## config.mk

```make
export PLATFORM = sky130hd
export DESIGN_NAME = mf5_queue
export DESIGN_NICKNAME = d
export VERILOG_FILES = /design/src/hw/rtl/mf5_pkg.sv /design/src/hw/rtl/mf5_queue.sv
export SDC_FILE = /design/constraint.sdc
export NUM_CORES = 1
export LEC_CHECK = 0
export BUFFER_PORTS_ARGS = -buffer_cell sky130_fd_sc_hd__buf_4
export CORE_AREA = 2 2 90 92
export CTS_BUF_LIST = sky130_fd_sc_hd__clkbuf_16
export DETAILED_ROUTE_END_ITERATION = 8
export DIE_AREA = 0 0 92 94
export GPL_TIMING_DRIVEN = 0
export PLACE_DENSITY = 0.74
export SLEW_MARGIN = 20
export SYNTH_ARGS = -nofsm -noshare
export SYNTH_HDL_FRONTEND = slang
export SYNTH_SLANG_ARGS = --single-unit
```

## constraint.sdc

```tcl
create_clock -name clk -period 4.7 [get_ports clk]
set_input_delay 0.94 -clock clk [delete_from_list [all_inputs] [get_ports clk]]
set_output_delay 0.94 -clock clk [all_outputs]
set_load 0.005 [all_outputs]
```

## src/hw/rtl/mf5_pkg.sv

```systemverilog
// ----------------------------------------------------------------------------
// mf5_pkg
// shared constants and types of the 5x5 median filter
// ----------------------------------------------------------------------------
package mf5_pkg;

  localparam int MAX_WIDTH_DEF   = 1024;
  localparam int WINDOW_SIZE_DEF = 5;
  localparam int MAX_HEIGHT      = 1024;
  localparam int DIM_W           = 11;
  localparam int PIX_W           = 8;

  localparam logic [0:0] REG_FRAME_WIDTH  = 1'b0;
  localparam logic [0:0] REG_FRAME_HEIGHT = 1'b1;

  // beat handed from the front part to the back part
  typedef struct packed {
    logic             row_end;
    logic             frame_end;
    logic             emit;
  } mf5_tag_t;

endpackage

```

## src/hw/rtl/mf5_queue.sv

```systemverilog
// ----------------------------------------------------------------------------
// mf5_queue
// result queue between the window pipeline and the output port
// ----------------------------------------------------------------------------
module mf5_queue import mf5_pkg::*; #(
  parameter int DEPTH = 8
) (
  input  logic             clk,
  input  logic             rst_n,
  input  logic             wr_en,
  input  logic [PIX_W+1:0] wr_data,
  output logic [$clog2(DEPTH):0] count_r,
  output logic             rd_vld,
  input  logic             rd_en,
  output logic [PIX_W+1:0] rd_data
);

  localparam int AW = $clog2(DEPTH);

  logic [PIX_W+1:0] mem [DEPTH];
  logic [AW-1:0]    wp_r, rp_r;

  assign rd_vld  = (count_r != '0);
  assign rd_data = mem[rp_r];

  always_ff @(posedge clk) begin
    if (wr_en) mem[wp_r] <= wr_data;
  end

  always_ff @(posedge clk) begin
    if (!rst_n) begin
      wp_r    <= '0;
      rp_r    <= '0;
      count_r <= '0;
    end else begin
      if (wr_en) wp_r <= wp_r + 1'b1;
      if (rd_en) rp_r <= rp_r + 1'b1;
      count_r <= count_r + (AW+1)'(wr_en) - (AW+1)'(rd_en);
    end
  end

endmodule

```

---- After elaboration in Yosys (flattened, before gate mapping) ----
Memory sizes are Yosys's and may differ from the RTL's. A register that Yosys moved wholly into a read port is not among the register bits.
Index checks and enable logic that the tools add are counted.
Widths: inputs -> output; s select.
word-level totals
  memories kept ........................... 1
  bits in writable memories ............... 80
  register bits after elaboration ......... 10
  output and inout port bits .............. 15
  input port bits ......................... 14
  logic and storage cells ................. 13
cells by class
  reductions and logical operators ........ 1
  add/subtract/negate cells ............... 4
  multiplexer cells ....................... 4
memory list
  name  depth  width  read ports  clocked after Yosys merged registers in  wr ports  RTL line         RTL
  mem   8      10     1           1                                        1         mf5_queue.sv:20  logic [PIX_W+1:0] mem [DEPTH];
operators with widths
  cell                 number
  $add 3x1->3 const B  2
  $mux 3               2
  $add 4x1->4          1
  $reduce_bool 4->1    1
  $sub 4x1->4          1
  $mux 1               2

---- Logic depth before layout (Yosys ltp) ----
Gate-level depths: netlist of the first run.
  depth in word-level cells ............... 3
  mapped depth ............................ 8
  gate-level depth less buffers ........... 8

---- Worst setup path after synthesis of the first run ----
No wires, ideal clock.
  kind .................................... register -> output
  start point ............................. reg (tool-made name)
  end point ............................... out rd_data[0]
  slack ................................... 2.465 ns
  stages on the path, launching flop included .. 4
  arrival ................................. 1.295 ns
  data required time ...................... 3.760 ns
  path through ............................ dfxtp_1 > buf_6 > mux4_1 > mux2_2
RTL lines
  what           RTL line         RTL
  end, declared  mf5_queue.sv:15  output logic [PIX_W+1:0] rd_data

==> summary.md, run 1 <==
| Metric | Value |
|---|---|
| WL per Instance | 17.5 um |
| Number of global-route vias before repair | 1739 |
| Routed Wire Length | 5780 um |
| Yosys reg bits | 93 |
| Uppermost routed layer | met4 |
| Worst path slowest cell | clkbuf_1 |
| Critical path startpoint category | flip-flop |
| Async S/R FF share, synth | 0% |
| M1 WL | 2620 um |
| Max incr delay on CP | 500 ps |
| Most common cell in the netlist | edfxtp_1 |
| Worst hold path type | flip-flop to flip-flop |
| Hold_sp | wp_r[0] |
| Setup WS pre-CTS | 2090 ps |
| Ant. Diodes | 0 |
| Final nets | 245 |
| CTS tree | yes |
| Cell taking the most area after synthesis | edfxtp_1 |
| Htree depth | 3 |
| Overflow after GRT | 0 |
| Final setup violation count | 0 |
| CP max FO | 10 |
| Period utilisation layout | 62.3% |
| Vias | 1691 |
| Final count of pins violating max slew | 0 |
| Ys flop type | edfxtp_1 |
| Rows | 32 |
| Fraction of layout instances using a drive strength above 1 | 26.8% |
| Post-DP HPWL | 3650 um |
| PwrDens | 441 nW/um2 |
| Clk pin slew, worst setup/hold paths | 60 ps |
| GP Congestion | 0.669 |
| Netlist Area Pre-Place | 3700 um2 |
| Unrepaired setup endpoints after global routing | no |
| Post-Syn Area per Cell | 20.3 um2 |
| Fin. Hold Viols | 0 |
| CTS Hold Bufs | 0 |
| First-pass GRT wire length | 9150 um |
| Syn_nets | 204 |
| Critical Path AT | 1990 ps |
| Leak | 1.54 nW |
| Die H | 94 um |
| Overall die area | 8650 um2 |
| Setup Buffers After CTS | 0 |
| Layout area overhead | 18.9% |
| Clk sinks | 93 |
| Total CTS buffers | 9 |
| PostCTS Resize Cnt | 0 |
| Status | finished clean |
| Sequential area share after synthesis | 71.9% |
| Post-route ant nets | 0 |
| Root Driver | clkbuf_16 |
| Initial antenna violation count | 0 |
| Slew of the pin with the lowest slew margin | 1060 ps |
| Syn Inst Count | 182 |
| Initial DRC count | 92 |
| Drt pass-1 iters | 4 |
| Worst-skew pair later-pin latency | 340 ps |
| Max cap viols | 0 |
| Max frequency | 341 MHz |
| Remaining DRCs | 0 |
| Port buffer count | 28 |
| Clock Path Buffers | 2 |
| Crit path kind | flip-flop to output port |
| Post-synth EDFFs | 80 |
| Commonest cells in the netlist | edfxtp_1 (80), mux4_1 (20), dfxtp_1 (13) |
| Fin crit period | 2930 ps |
| Yosys warnings | 0 |
| Initial core utilization | 48.7% |
| DR vias/cell | 5.12 |
| Final worst setup slack | 1770 ps |
| Worst reg2reg startpoint | wp_r[1] |
| Top cells by area, synth | edfxtp_1 (65%), mux4_1 (14%), dfxtp_1 (7.0%) |
| Met2 routed WL | 2860 um |
| Core area | 7610 um2 |
| Pin count of the biggest net entering global routing | 18 |
| Synth unique cells | 23 |
| Clock skew | 6.54 ps |
| Endpoint class of the critical path | output port |
| Die X | 92 um |
| Slew Limit Headroom | 29.3% |
| Setup TNS | 0 ps |
| Total GRT Usage | 15.0% |
| Critical Path, Cell by Cell | clkbuf_1 -> mux4_1 -> mux2_2 -> buf_4 |
| VDD IR max | 0.197 mV |
| Met3 WL | 175 um |
| Worst EP required | 3760 ps |
| Top-Level Pins | 29 |
| Area share of the largest cell type after synthesis | 64.9% |
==> stage by stage <==
step / instances / instance area (um2) / hold slack (ps) / power (mW) / util, %
4_1_cts: 330 / 4400 / 516 / 1.96 / 57.8
6_report: 330 / 4400 / 511 / 1.94 / 57.8
3_3_place_gp: 312 / 4040 / 497 / 1.18 / 53.1
3_5_place_dp: 314 / 4070 / 507 / 1.18 / 53.5
5_1_grt: 330 / 4400 / 556 / 2.02 / 57.8
2_1_floorplan: 182 / 3700 / 481 / 1.09 / -
==> final timing paths <==
check | cells after the start | slack, ps | endpoint
worst max-delay path | 4 | 1770 | rd_data[8]
worst min-delay path | 2 | 510 | wp_r[0]
worst max register to register | 2 | 2920 | mem[2][4]
worst min register to register | 2 | 510 | wp_r[0]
==> layout by cell type, fill, tap and decap left out, types with 2 or more instances in the layout <==
cell type   netlist  layout
nor3_2            0       2
clkbuf_1          3       3
dfxtp_1          13      13
mux2i_1           3       3
nand2_1           5       5
mux2_2           10      10
clkinvlp_4        0       2
buf_6             2       3
edfxtp_1         80      80
nor2_1            6       5
nor2b_1           3       3
clkbuf_16         0       9
ha_1              7       7
mux4_1           20      20
and2_1            6       6
inv_6             0       2
buf_4             0      29
nand2b_1          5       5
bufinv_16         0       2
inv_1             7       7
xnor2_1           3       3
==> critical path, delay by kind of cell, from the launching register on <==
kind                   cells  cell delay (ps)
flip-flops                 1              330
multiplexers               2              680
buffers and inverters      2              640
==> registers in the layout (all words and copies together) (netlist names), named ones only <==
signal and cells:
rp_r 3, wp_r 3, count_r 4, mem 80
==> logic make-up after synthesis <==
kind of cell / synth area share (%)
simple gates: 3.89
buf+inv: 1.72
xor+xnor: 0.947
compound gates: 0.541
fa+ha+maj: 2.91
mux: 18.1
flops: 71.9
==> power breakdown <==
group          switching, mW  internal [mW]
clock network          0.308          0.473
logic                 0.0936          0.126
registers             0.0143          0.927
==> routing by layer <==
layer	vias to the layer above	GRT usage [%]
li1	813	-
met1	838	18.6
met2	29	24.8
met3	11	3.85
met4	0	7.46
met5	-	0
==> cell type report <==
cell class | instances | area, um2
inverters | 7 | 26.3
clock inverters | 7 | 104
flip-flops and latches | 93 | 2660
repair buffers | 30 | 229
fillers | 562 | 3210
plain buffers | 6 | 37.5
multi-input cells | 76 | 987
well taps | 102 | 128
clock buffers | 9 | 225
(Power assumes the default switching activity.)
==> run 2: changes to the inputs <==
- ABC_AREA: default -> 1
- CORE_AREA: 2 2 90 92 -> 2 2 95 97
- DIE_AREA: 0 0 92 94 -> 0 0 97 99
- clock period: 4.7 -> 3 ns (I/O delays scaled with it)
==> summary.md, run 2 <==
| Metric | Value |
|---|---|
| Status | finished clean |
| Initial antenna violation count | 0 (unchanged) |
| Most frequent cells in the layout | nand2_1 (132), inv_1 (97), edfxtp_1 (80) |
| Pin count of the biggest net entering global routing | 15 (-3) |
| Biggest regs | mem (80), count_r (4) |
| Die H | 99 um (+5.3%) |
| Overflow after GRT | 0 (unchanged) |
| Final setup violation count | 0 (unchanged) |
| Clock Path Buffers | 2 (unchanged) |
| Rows | 34 (+6.3%) |
| WL per Instance | 14.1 um (-19%) |
| VDD IR max | 0.328 mV (+67%) |
| Switch Pwr | 0.730 mW (+76%) |
| Post-DP HPWL | 5530 um (+51%) |
| Top reg by flops | mem |
| Total GRT Usage | 18.1% (+3.0 points) |
| Cell taking the most area after synthesis | edfxtp_1 |
| Setup TNS | 0 ps (unchanged) |
| Root Driver | clkbuf_16 |
| Layout area overhead | 15.2% |
| Area share of the largest cell type after synthesis | 57.8% (-7.1 points) |
| Most common cell in the netlist | nand2_1 |
| Combinational share of power | 15.6% (+4.3 points) |
| CTS Hold Bufs | 0 (unchanged) |
| Top-Level Pins | 29 (unchanged) |
| Core area | 8550 um2 (+12%) |
| Drt pass-1 iters | 5 (+1) |
| Ys flop type | edfxtp_1 |
| Overall die area | 9600 um2 (+11%) |
| Final nets | 486 (+98%) |
| CTS tree | yes |
| Seq pwr share | 49.0% (+0.5 points) |
| Area of the multi-input gates | 1010 um2 (+2.8%) |
| Max FFs per register | 80 (unchanged) |
| GP Congestion | 0.838 (+25%) |
| Routed Wire Length | 8130 um (+41%) |
| Critical Path AT | 1480 ps (-510 ps) |
| Syn_nets | 447 (+120%) |
| Max cap viols | 0 (unchanged) |
| DR vias/cell | 4.75 (-7.4%) |
| Worst path slowest cell | dfxtp_1 |
| Final worst setup slack | 925 ps (-846 ps) |
| Total CTS buffers | 9 (unchanged) |
| Internal power | 2.30 mW (+50%) |
| Post-Syn Area per Cell | 9.78 um2 (-52%) |
| Unrepaired setup endpoints after global routing | no |
| Clock skew | 3.44 ps (-3.10 ps) |
| Post-synth EDFFs | 80 (unchanged) |
| Fraction of layout instances using a drive strength above 1 | 14.7% (-12 points) |
| Worst-skew pair later-pin latency | 330 ps (about the same) |
| CP max FO | 10 (unchanged) |
| Max frequency | 482 MHz |
| Htree depth | 3 (unchanged) |
| Register area | 2660 um2 (unchanged) |
| Post-route ant nets | 0 (unchanged) |
| Final count of pins violating max slew | 0 (unchanged) |
| Synth unique cells | 19 (-17%) |
| Syn Inst Count | 425 (+130%) |
| Vias | 2734 (+62%) |
| Max incr delay on CP | 320 ps (-180 ps) |
| Most common cell after layout, fill and taps aside | nand2_1 |
| First-pass GRT wire length | 13200 um (+45%) |
| Crit path kind | flip-flop to output port |
| Critical Path, Cell by Cell | buf_6 -> buf_4 -> nand2_1 -> nand3_1 -> nand2_1 -> nand2_1 -> nand2_1 -> buf_4 |
| Die X | 97 um (+5.4%) |
| Top cells by area, synth | edfxtp_1 (58%), nand2_1 (12%), inv_1 (8.6%) |
| Fin. Hold Viols | 0 (unchanged) |
| PostCTS Resize Cnt | 0 (unchanged) |
| Yosys reg bits | 93 (unchanged) |
| Initial DRC count | 126 (+37%) |
| PwrDens | 632 nW/um2 (+43%) |
| Netlist Area Pre-Place | 4160 um2 (+12%) |
| Async S/R FF share, synth | 0% (unchanged) |
| Remaining DRCs | 0 (unchanged) |
| Setup WS pre-CTS | 648 ps (-1440 ps) |
| Worst EP required | 2400 ps (-1360 ps) |
| Endpoint class of the critical path | output port |
| Setup Buffers After CTS | 0 (unchanged) |
| Critical path startpoint category | flip-flop |
| Most numerous cell on the critical path | nand2_1 |
| Period utilisation layout | 69.2% |
| Slew Limit Headroom | 29.6% (+0.34 points) |
| Port buffer count | 28 (unchanged) |
| Switching share of power | 24.1% (+2.7 points) |
| Reg2reg setup slack | 1170 ps (-1750 ps) |
| Fill cells | 732 (+30%) |
| Worst hold path type | flip-flop to flip-flop |
| Yosys warnings | 0 (unchanged) |
| Ant. Diodes | 0 (unchanged) |
| Initial core utilization | 48.6% (-0.056 points) |
| Clk pin slew, worst setup/hold paths | 60 ps (about the same) |
| Clock network fraction of total power | 35.4% (-4.8 points) |
| Sequential area share after synthesis | 64.1% (-7.9 points) |
| Leak | 2.23 nW (+45%) |
| Number of global-route vias before repair | 2746 (+58%) |
| Clk sinks | 93 (unchanged) |
| Commonest cells in the netlist | nand2_1 (132), inv_1 (95), edfxtp_1 (80) |
| Fin crit period | 2080 ps |
| Slew of the pin with the lowest slew margin | 1050 ps (-5.06 ps) |
-- run 2: cell count changes after synthesis, sizes merged, moves of 5 or more --
cell	previous run	this run
nand2	5	142
buf	3	14
inv	7	96
a21oi	1	6
mux2	10	0
nor2	6	15
and2	6	0
mux4	20	0
nand2b	5	0
nand3	1	43
-- run 2: per-stage QoR --
| step | utilization (%) | area [um2] | std cells | power [mW] | hold WS [ps] |
|---|---|---|---|---|---|
| 3_3_place_gp | 52.6 | 4500 | 561 | 1.96 | 486 |
| 6_report | 56.0 | 4790 | 576 | 3.03 | 508 |
| 4_1_cts | 55.9 | 4780 | 576 | 3.05 | 495 |
| 3_5_place_dp | 52.6 | 4500 | 561 | 1.99 | 511 |
| 2_1_floorplan | - | 4160 | 425 | 1.79 | 469 |
| 5_1_grt | 56.0 | 4790 | 576 | 3.17 | 495 |
-- run 2: path summary, 6_finish.rpt --
check	from	end	depth (start not counted)
worst min-delay path	wp_r[0]	wp_r[0]	2
worst min register to register	wp_r[0]	wp_r[0]	2
worst max register to register	wp_r[0]	mem[6][1]	2
worst max-delay path	flip-flop	rd_data[3]	8
-- run 2: cell type report --
type | instances | area share, %
sequential | 93 | 55.6
multi-input combinational | 221 | 21.2
inverter | 97 | 7.71
clock buffer | 9 | 4.71
timing repair buffer | 28 | 4.39
tap | 108 | 2.82
buffer | 14 | 2.33
clock inverter | 6 | 1.20
-- run 2: power groups by stage --
stage	Sequential (mW)	Combinational [mW]	Clock [mW]
global placement	1.51	0.454	0
floorplan	1.51	0.287	0
CTS	1.48	0.478	1.09
detailed placement	1.51	0.476	0
finish	1.48	0.473	1.07
global route	1.49	0.537	1.15
-- run 2: worst max-delay path: cells and delay by family, from the launching register on --
kind	cells	cell delay (ps)
buffers and inverters	3	450
DFF	1	320
and+or+nand+nor	5	370
-- run 2: cells by family after synthesis --
| family | share of synthesized area [%] |
|---|---|
| flip-flops | 64.1 |
| adder cells (fa/ha/maj) | 2.59 |
| XOR/XNOR | 0.422 |
| AND/OR/NAND/NOR | 20.3 |
| buffers and inverters | 11.6 |
| AO/OA/AOI/OAI | 1.08 |
-- run 2: metal layers --
layer / GRT usage, % / vias to the layer above / part of all wire, %
met1: 22.6 / 1256 / 43
met4: 5.96 / 0 / 1.2
met5: 0 / - / 0
li1: - / 1395 / -
met3: 4.61 / 8 / 5.6
met2: 30.8 / 75 / 50
